$ cat src/rtl/prt_pkg.sv
`timescale 1ns / 1ps
package prt_pkg;

  localparam logic [1:0] OP_GEN   = 2'd0;
  localparam logic [1:0] OP_REPLY = 2'd1;
  localparam logic [1:0] OP_STOP  = 2'd2;
  localparam logic [1:0] OP_START = 2'd3;

  localparam logic [2:0] REG_PROBING_ENABLED = 3'd0;
  localparam logic [2:0] REG_PROBE_LIMIT     = 3'd1;
  localparam logic [2:0] REG_INIT_SEQ_MIN    = 3'd2;
  localparam logic [2:0] REG_INIT_SEQ_MAX    = 3'd3;
  localparam logic [2:0] REG_RTT_SEQ_MIN     = 3'd4;
  localparam logic [2:0] REG_RTT_SEQ_MAX     = 3'd5;
  localparam logic [2:0] REG_AGE_LIMIT_MS    = 3'd6;

  localparam logic [1:0] KIND_NONE = 2'd0;
  localparam logic [1:0] KIND_INIT = 2'd1;
  localparam logic [1:0] KIND_RTT  = 2'd2;

  localparam logic [15:0] CNT_MAX = 16'hFFFF;
  localparam logic [16:0] Q16_ONE = 17'h10000;

  typedef struct packed {
    logic [1:0]  op;
    logic [31:0] seq;
    logic        reply_valid;
    logic [31:0] now_ms;
  } in_word_t;

  typedef struct packed {
    logic        probe_issued;
    logic [31:0] probe_seq;
    logic [31:0] rtt_ms;
    logic [1:0]  probe_kind;
    logic [15:0] sent_count;
    logic [15:0] recv_count;
    logic        batch_valid;
    logic [16:0] loss_rate_q16;
    logic        table_full;
  } out_word_t;

  typedef enum logic [3:0] {
    ST_IDLE,
    ST_SCAN,
    ST_DECIDE,
    ST_COUNT,
    ST_PURGE,
    ST_DIV,
    ST_OUT
  } state_t;

  typedef struct packed {
    logic load;
    logic scan_start;
    logic scan_step;
    logic decide;
    logic count_step;
    logic purge_step;
    logic div_start;
    logic div_step;
    logic out_load;
  } cmd_t;

  typedef struct packed {
    logic scan_done;
    logic is_gen_issue;
    logic need_purge;
    logic count_done;
    logic purge_done;
    logic div_done;
  } sts_t;

endpackage

$ cat src/rtl/prt_datapath.sv
`timescale 1ns / 1ps
module prt_datapath #(
  parameter int PENDING_LIMIT = 16
) (
  input  logic                clk,
  input  logic                rst,
  input  logic                cfg_we,
  input  logic [2:0]          cfg_index,
  input  logic [31:0]         cfg_data,
  input  prt_pkg::in_word_t   in_word,
  input  prt_pkg::cmd_t       cmd,
  output prt_pkg::sts_t       sts,
  output prt_pkg::out_word_t  res
);

  localparam int DEPTH = PENDING_LIMIT + 1;
  localparam int IW = $clog2(DEPTH + 1);

  logic        probing_enabled;
  logic [15:0] probe_limit;
  logic [31:0] init_seq_min, init_seq_max, rtt_seq_min, rtt_seq_max;
  logic [15:0] age_limit_ms;

  logic [31:0] entry_seq [DEPTH];
  logic [31:0] entry_time [DEPTH];
  logic [DEPTH-1:0] entry_used;
  logic [15:0] sent_total, recv_total;
  logic        batch_ok, active;

  prt_pkg::in_word_t cur;
  logic [IW-1:0] idx;
  logic [IW-1:0] found_idx, free_idx;
  logic          found, free_ok;
  logic [IW-1:0] used_cnt;
  logic [31:0]   rtt;
  logic          issued, full;

  logic [15:0] quot;
  logic [15:0] rem;
  logic [4:0]  div_cnt;
  logic [15:0] dividend;
  logic [16:0] div_trial;
  logic [16:0] div_diff;

  // restoring divider, remainder starts at recv_total and brings down the rounding term
  assign div_trial = {rem, dividend[15]};
  assign div_diff = div_trial - {1'b0, sent_total};

  logic [IW-1:0] idx_sel;
  logic          idx_end;
  assign idx_sel = idx;
  assign idx_end = (idx == IW'(DEPTH - 1));

  always_ff @(posedge clk) begin
    if (rst) begin
      probing_enabled <= 1'b0;
      probe_limit <= '0;
      init_seq_min <= '0;
      init_seq_max <= '0;
      rtt_seq_min <= '0;
      rtt_seq_max <= '0;
      age_limit_ms <= 16'd1000;
    end else if (cfg_we) begin
      case (cfg_index)
        prt_pkg::REG_PROBING_ENABLED: probing_enabled <= cfg_data[0];
        prt_pkg::REG_PROBE_LIMIT: probe_limit <= cfg_data[15:0];
        prt_pkg::REG_INIT_SEQ_MIN: init_seq_min <= cfg_data;
        prt_pkg::REG_INIT_SEQ_MAX: init_seq_max <= cfg_data;
        prt_pkg::REG_RTT_SEQ_MIN: rtt_seq_min <= cfg_data;
        prt_pkg::REG_RTT_SEQ_MAX: rtt_seq_max <= cfg_data;
        prt_pkg::REG_AGE_LIMIT_MS: age_limit_ms <= cfg_data[15:0];
        default: ;
      endcase
    end
  end

  assign sts.scan_done = idx_end;
  assign sts.count_done = idx_end;
  assign sts.purge_done = idx_end;
  assign sts.is_gen_issue = issued;
  assign sts.need_purge = (used_cnt > IW'(PENDING_LIMIT));
  assign sts.div_done = (div_cnt == 5'd16);

  always_ff @(posedge clk) begin
    if (rst) begin
      entry_used <= '0;
      sent_total <= '0;
      recv_total <= '0;
      batch_ok <= 1'b1;
      active <= 1'b0;
      idx <= '0;
      found <= 1'b0;
      free_ok <= 1'b0;
      issued <= 1'b0;
      full <= 1'b0;
      used_cnt <= '0;
      div_cnt <= '0;
    end else begin
      if (cmd.load) begin
        cur <= in_word;
      end
      if (cmd.scan_start) begin
        idx <= '0;
        found <= 1'b0;
        free_ok <= 1'b0;
        found_idx <= '0;
        free_idx <= '0;
        issued <= 1'b0;
        full <= 1'b0;
        rtt <= '0;
      end
      if (cmd.scan_step) begin
        if (entry_used[idx_sel] && entry_seq[idx_sel] == cur.seq && !found) begin
          found <= 1'b1;
          found_idx <= idx_sel;
        end
        if (!entry_used[idx_sel] && !free_ok) begin
          free_ok <= 1'b1;
          free_idx <= idx_sel;
        end
        idx <= idx_end ? '0 : idx + 1'b1;
      end
      if (cmd.decide) begin
        used_cnt <= '0;
        case (cur.op)
          prt_pkg::OP_GEN: begin
            if (active && !(probe_limit != 16'd0 && sent_total >= probe_limit)) begin
              issued <= 1'b1;
              if (!found) begin
                if (free_ok) begin
                  entry_used[free_idx] <= 1'b1;
                  entry_seq[free_idx] <= cur.seq;
                  entry_time[free_idx] <= cur.now_ms;
                end else begin
                  full <= 1'b1;
                end
              end
              if (sent_total != prt_pkg::CNT_MAX) sent_total <= sent_total + 16'd1;
            end
          end
          prt_pkg::OP_REPLY: begin
            if (found) begin
              entry_used[found_idx] <= 1'b0;
              if (!cur.reply_valid) begin
                batch_ok <= 1'b0;
              end else begin
                rtt <= (cur.now_ms == entry_time[found_idx]) ? 32'd1 :
                       cur.now_ms - entry_time[found_idx];
                if (recv_total != prt_pkg::CNT_MAX) recv_total <= recv_total + 16'd1;
              end
            end
          end
          prt_pkg::OP_STOP: begin
            sent_total <= '0;
            recv_total <= '0;
            batch_ok <= 1'b1;
            active <= 1'b0;
          end
          default: begin
            sent_total <= '0;
            recv_total <= '0;
            batch_ok <= 1'b1;
            active <= probing_enabled;
          end
        endcase
      end
      if (cmd.count_step) begin
        used_cnt <= used_cnt + IW'(entry_used[idx_sel]);
        idx <= idx_end ? '0 : idx + 1'b1;
      end
      if (cmd.purge_step) begin
        if (entry_used[idx_sel] &&
            (cur.now_ms - entry_time[idx_sel]) > {16'd0, age_limit_ms}) begin
          entry_used[idx_sel] <= 1'b0;
        end
        idx <= idx_end ? '0 : idx + 1'b1;
      end
      if (cmd.div_start) begin
        div_cnt <= '0;
        quot <= '0;
        rem <= recv_total;
        dividend <= {1'b0, sent_total[15:1]};
      end
      if (cmd.div_step) begin
        dividend <= {dividend[14:0], 1'b0};
        if (div_trial >= {1'b0, sent_total}) begin
          rem <= div_diff[15:0];
          quot <= {quot[14:0], 1'b1};
        end else begin
          rem <= div_trial[15:0];
          quot <= {quot[14:0], 1'b0};
        end
        div_cnt <= div_cnt + 5'd1;
      end
    end
  end

  logic [1:0] kind;
  always_comb begin
    if (init_seq_min <= cur.seq && cur.seq <= init_seq_max) kind = prt_pkg::KIND_INIT;
    else if (rtt_seq_min <= cur.seq && cur.seq <= rtt_seq_max) kind = prt_pkg::KIND_RTT;
    else kind = prt_pkg::KIND_NONE;
  end

  always_ff @(posedge clk) begin
    if (cmd.out_load) begin
      res.probe_issued <= issued;
      res.probe_seq <= issued ? cur.seq : 32'd0;
      res.rtt_ms <= rtt;
      res.probe_kind <= kind;
      res.sent_count <= sent_total;
      res.recv_count <= recv_total;
      res.batch_valid <= batch_ok;
      res.table_full <= full;
      if (!batch_ok || sent_total == 16'd0) res.loss_rate_q16 <= prt_pkg::Q16_ONE;
      else if (recv_total >= sent_total) res.loss_rate_q16 <= '0;
      else res.loss_rate_q16 <= prt_pkg::Q16_ONE - {1'b0, quot};
    end
  end

endmodule

$ cat src/rtl/prt_ctrl.sv
`timescale 1ns / 1ps
module prt_ctrl (
  input  logic          clk,
  input  logic          rst,
  input  logic          in_valid,
  output logic          in_stall,
  output logic          out_valid,
  input  logic          out_stall,
  input  prt_pkg::sts_t sts,
  output prt_pkg::cmd_t cmd
);

  prt_pkg::state_t state, state_next;
  logic out_busy;

  always_ff @(posedge clk) begin
    if (rst) begin
      state <= prt_pkg::ST_IDLE;
      out_busy <= 1'b0;
    end else begin
      state <= state_next;
      if (state == prt_pkg::ST_OUT) out_busy <= 1'b1;
      else if (!out_stall) out_busy <= 1'b0;
    end
  end

  assign out_valid = out_busy;
  assign in_stall = (state != prt_pkg::ST_IDLE);

  always_comb begin
    state_next = state;
    case (state)
      prt_pkg::ST_IDLE: if (in_valid) state_next = prt_pkg::ST_SCAN;
      prt_pkg::ST_SCAN: if (sts.scan_done) state_next = prt_pkg::ST_DECIDE;
      prt_pkg::ST_DECIDE: state_next = prt_pkg::ST_COUNT;
      prt_pkg::ST_COUNT: if (sts.count_done)
        state_next = prt_pkg::ST_PURGE;
      prt_pkg::ST_PURGE: if (!sts.is_gen_issue || !sts.need_purge || sts.purge_done)
        state_next = prt_pkg::ST_DIV;
      prt_pkg::ST_DIV: if (sts.div_done && (!out_busy || !out_stall))
        state_next = prt_pkg::ST_OUT;
      prt_pkg::ST_OUT: state_next = prt_pkg::ST_IDLE;
      default: state_next = prt_pkg::ST_IDLE;
    endcase
  end

  always_comb begin
    cmd = '0;
    case (state)
      prt_pkg::ST_IDLE: begin
        cmd.load = in_valid;
        cmd.scan_start = in_valid;
      end
      prt_pkg::ST_SCAN: cmd.scan_step = 1'b1;
      prt_pkg::ST_DECIDE: begin
        cmd.decide = 1'b1;
        cmd.div_start = 1'b0;
      end
      prt_pkg::ST_COUNT: begin
        cmd.count_step = 1'b1;
        cmd.div_start = sts.count_done;
      end
      prt_pkg::ST_PURGE: cmd.purge_step = sts.is_gen_issue && sts.need_purge;
      prt_pkg::ST_DIV: cmd.div_step = !sts.div_done;
      prt_pkg::ST_OUT: cmd.out_load = 1'b1;
      default: ;
    endcase
  end

endmodule

$ cat src/rtl/probe_rtt_tracker.sv
`timescale 1ns / 1ps
// per word: a table scan, a decision, a count pass, a purge pass when an issued probe leaves
// more than PENDING_LIMIT entries in use, the 16-step divider and the output load; in_stall
// holds the next word until the FSM is back in idle; a held result stalls it at the divider
// reset: synchronous active-high rst clears the table valid bits, counters, batch state
// and registers (age limit to 1000); no clearing pass
module probe_rtt_tracker #(
  parameter int PENDING_LIMIT = 16
) (
  input  logic               clk,
  input  logic               rst,
  input  logic               in_valid,
  output logic               in_stall,
  input  prt_pkg::in_word_t  in_data,
  output logic               out_valid,
  input  logic               out_stall,
  output prt_pkg::out_word_t out_data,
  input  logic               cfg_we,
  input  logic [2:0]         cfg_index,
  input  logic [31:0]        cfg_data
);

  prt_pkg::cmd_t cmd;
  prt_pkg::sts_t sts;

  prt_ctrl u_ctrl (
    .clk(clk), .rst(rst), .in_valid(in_valid), .in_stall(in_stall),
    .out_valid(out_valid), .out_stall(out_stall), .sts(sts), .cmd(cmd)
  );

  prt_datapath #(.PENDING_LIMIT(PENDING_LIMIT)) u_dp (
    .clk(clk), .rst(rst), .cfg_we(cfg_we), .cfg_index(cfg_index),
    .cfg_data(cfg_data), .in_word(in_data), .cmd(cmd), .sts(sts), .res(out_data)
  );

endmodule
$ cat config.mk
export PLATFORM = sky130hd
export DESIGN_NAME = probe_rtt_tracker
export DESIGN_NICKNAME = d
export VERILOG_FILES = /design/src/rtl/prt_pkg.sv /design/src/rtl/prt_datapath.sv /design/src/rtl/prt_ctrl.sv /design/src/rtl/probe_rtt_tracker.sv
export SDC_FILE = /design/constraint.sdc
export NUM_CORES = 2
export LEC_CHECK = 0
export BUFFER_PORTS_ARGS = -buffer_cell sky130_fd_sc_hd__buf_4
export CORE_MARGIN = 10
export CORE_UTILIZATION = 63
export DETAILED_ROUTE_END_ITERATION = 8
export PLACE_DENSITY = 0.81
export SYNTH_ARGS = -nofsm -noshare
export SYNTH_HDL_FRONTEND = slang
export SYNTH_SLANG_ARGS = --single-unit
$ cat constraint.sdc
create_clock -name clk -period 12.8 [get_ports clk]
set_input_delay 0.64 -clock clk [delete_from_list [all_inputs] [get_ports clk]]
set_output_delay 0.64 -clock clk [all_outputs]
set_load 0.05 [all_outputs]
==> impl_metrics.tcl <==
set metrics [dict create \
    synth.distinct_cells 87 \
    dp_slack_ps 5030 \
    power_density_nw_per_um2 154 \
    start_util 0.635 \
    crit_buf_inv 1 \
    worstSetupStartpointType "flip-flop" \
    regArea_um2 45900 \
    cts_max_level 4 \
    seq_area_frac_synth 0.620 \
    drt_iter0_drc 5967 \
    grt_antenna_before_repair 2 \
    fin_crit_ps 7830 \
    viasPerCell 6.80 \
    drv_cap 0 \
    slowest_stage "dfxtp_4" \
    slowest_delay_ps 680 \
    multi_input_area_um2 26500 \
    grt_pass1_wl_mm 300 \
    cts.repair.resized 0 \
    p_leak_uw 0.0277 \
    die_x_um 362 \
    crit_fanout 76 \
    end_kind "flip-flop" \
    ys.flop_type "edfxtp_1" \
    grt_pass1_vias 47200 \
    yosys_warnings 0 \
    status "finished, final reports clean" \
    drv_slew 0 \
    instances_no_fill 6874 \
    min_from "in_data[59]" \
    clkSinkCount 1608 \
    layout-drive-gt1-share 0.208 \
    synthesis.nets 5295 \
    wl_per_cell_um 29.3 \
    required_ps 13510 \
    grt_max_degree 118 \
    numCtsBuffers 163 \
    busiest_layer "met2" \
    async_flop_share 0 \
    final_common_cell "edfxtp_1" \
    hp-class "primary input to flip-flop" \
    fin_tns_setup_ps 0 \
    clock-skew-final_ps 38.7 \
    path_clk_slew_ps 60 \
    layout_common_cells "1363 x edfxtp_1, 499 x nand2_1, 471 x mux4_2, 329 x buf_4, 324 x a21oi_1" \
    globalRouteMet3Util 0.0609 \
    synthToLayoutAreaGrowth_pct 12.5 \
    final_area_um2 83100 \
    syn_area_per_cell_um2 15.0 \
    met1_usage 0.399 \
    cp_common_cell "a21oi_1" \
    synth-seq-cells 1608 \
    overflow 0 \
    min_period_over_period 0.612 \
    fin_ws_ps 4970 \
    max_freq_mhz 128 \
    wl_mm 202 \
    nets 5590 \
    crit_family "compound AO/OA/AOI/OAI gates" \
    die_y_um 362 \
    ctsLongestPathBuffers 3 \
    utilization 0.714 \
    firstDrtPassIters 6 \
    netlist_instances 4917 \
    antenna_left 0 \
    vias 46800 \
    drc 0 \
    path_class "flip-flop to flip-flop" \
    timing_hold_violations_final 0 \
    routabilityCongestion 0.958 \
    grt_usage 0.305 \
    synth-edff-count 1363 \
    cts_tree "yes" \
    place_area_um2 77600 \
    clk_latency_ps 790 \
    tightest_slew_ps 1230 \
    final.fill_count 7178 \
    core_um2 116000 \
    ir_drop_mv 0.167 \
    rsz0062_at_grt "no" \
    numPortBuffers 226 \
    arrival_ps 8540 \
    io_pins 227 \
    dp.cells 6550 \
    cts-root-buf "clkbuf_16" \
    netlist_area_um2 73900 \
    finalSetupViolations 0 \
    slew_headroom 0.183 \
    fp-row-count 125 \
    gr-usage-met2 0.492 \
    die_area_um2 131000 \
    hpwl_mm 120 \
]
## worst reg2reg max path: stages (launching register included)
cell and delay (ps):
dfxtp_4 680, buf_12 470, mux4_2 840, mux4_2 490
mux2i_1 300, ha_1 330, a21oi_1 210, nand2_1 80
o211ai_1 210, a21oi_1 170, o21bai_1 270, nand2_1 130
a21o_1 200, a21oi_1 180, xnor2_1 140, ha_1 260
nand4_1 150, nor2_1 70, a221oi_1 230, a31oi_1 170
nor4b_1 330, o221ai_1 140, or4_4 500, a2111oi_4 350
nand4_4 400, and3_1 360, nor3_1 110
## metal layers
layer  share of wire  wire (µm)
met4           0.053      10700
met3            0.10      20800
met5        0.000065         13
met2            0.48      97500
met1            0.36      72500
## synth_stat cells, types with 86 or more instances
| cell type | n | share of area |
|---|---|---|
| edfxtp_1 | 1363 | 0.55 |
| nand2_1 | 499 | 0.025 |
| mux4_2 | 471 | 0.14 |
| a21oi_1 | 326 | 0.022 |
| ha_1 | 268 | 0.045 |
| dfxtp_1 | 245 | 0.066 |
| inv_1 | 200 | 0.010 |
| o21ai_0 | 161 | 0.011 |
| clkbuf_1 | 156 | 0.0079 |
| nor2_1 | 144 | 0.0073 |
| mux2i_1 | 94 | 0.013 |
| a21o_1 | 86 | 0.0087 |
## kinds of logic after synthesis
group           after synthesis  share of synthesized area
fa+ha+maj                   271                     0.0462
mux                         574                      0.158
xor+xnor                    111                     0.0132
compound gates              777                     0.0642
flops                      1608                      0.620
simple gates               1150                     0.0750
buf+inv                     426                     0.0228
## power by group
group | internal, µW | switching, µW | total (µW)
combinational | 952 | 1200 | 2150
sequential | 5800 | 160 | 5960
clock | 2690 | 2040 | 4730
## per-stage QoR
step                      power, µW  hold slack, ps
final                         12800            33.0
after global routing          13200            13.2
after CTS                     12800           0.730
after detailed placement       8160             434
after global placement         8110             426
after floorplan                7540             408
## worst paths after layout
kind,to,depth (start not counted),slack [ps]
max,u_dp.entry_used[3],26,4970
min reg2reg,u_dp.res[74],0,450
max reg2reg,u_dp.entry_used[3],26,4970
min,u_dp.cur[59],1,30
## final cells by class
type | instances | share of cell area
Tap cell | 1524 | 0.0229
Clock inverter | 92 | 0.0106
Clock buffer | 209 | 0.0529
Inverter | 202 | 0.00914
Antenna cell | 2 | 0.0000602
Multi-Input combinational cell | 2883 | 0.319
Sequential cell | 1608 | 0.552
Timing Repair Buffer | 354 | 0.0331
## state kept, by name (all words and copies together) (netlist names), 17 cells and up, named ones only
name and flops:
u_dp.rtt 32, u_dp.rtt_seq_max 32, u_dp.entry_used 17, u_dp.cur 67, u_dp.entry_seq 544, u_dp.init_seq_min 32, u_dp.rtt_seq_min 32, u_dp.res 118
u_dp.entry_time 544, u_dp.init_seq_max 32
## repair_timing
action                                 4_1_cts  5_1_grt
hold buffers                                21        0
setup buffers                                0        0
endpoints found under the hold margin       21        0
(Power assumes the default switching activity.)
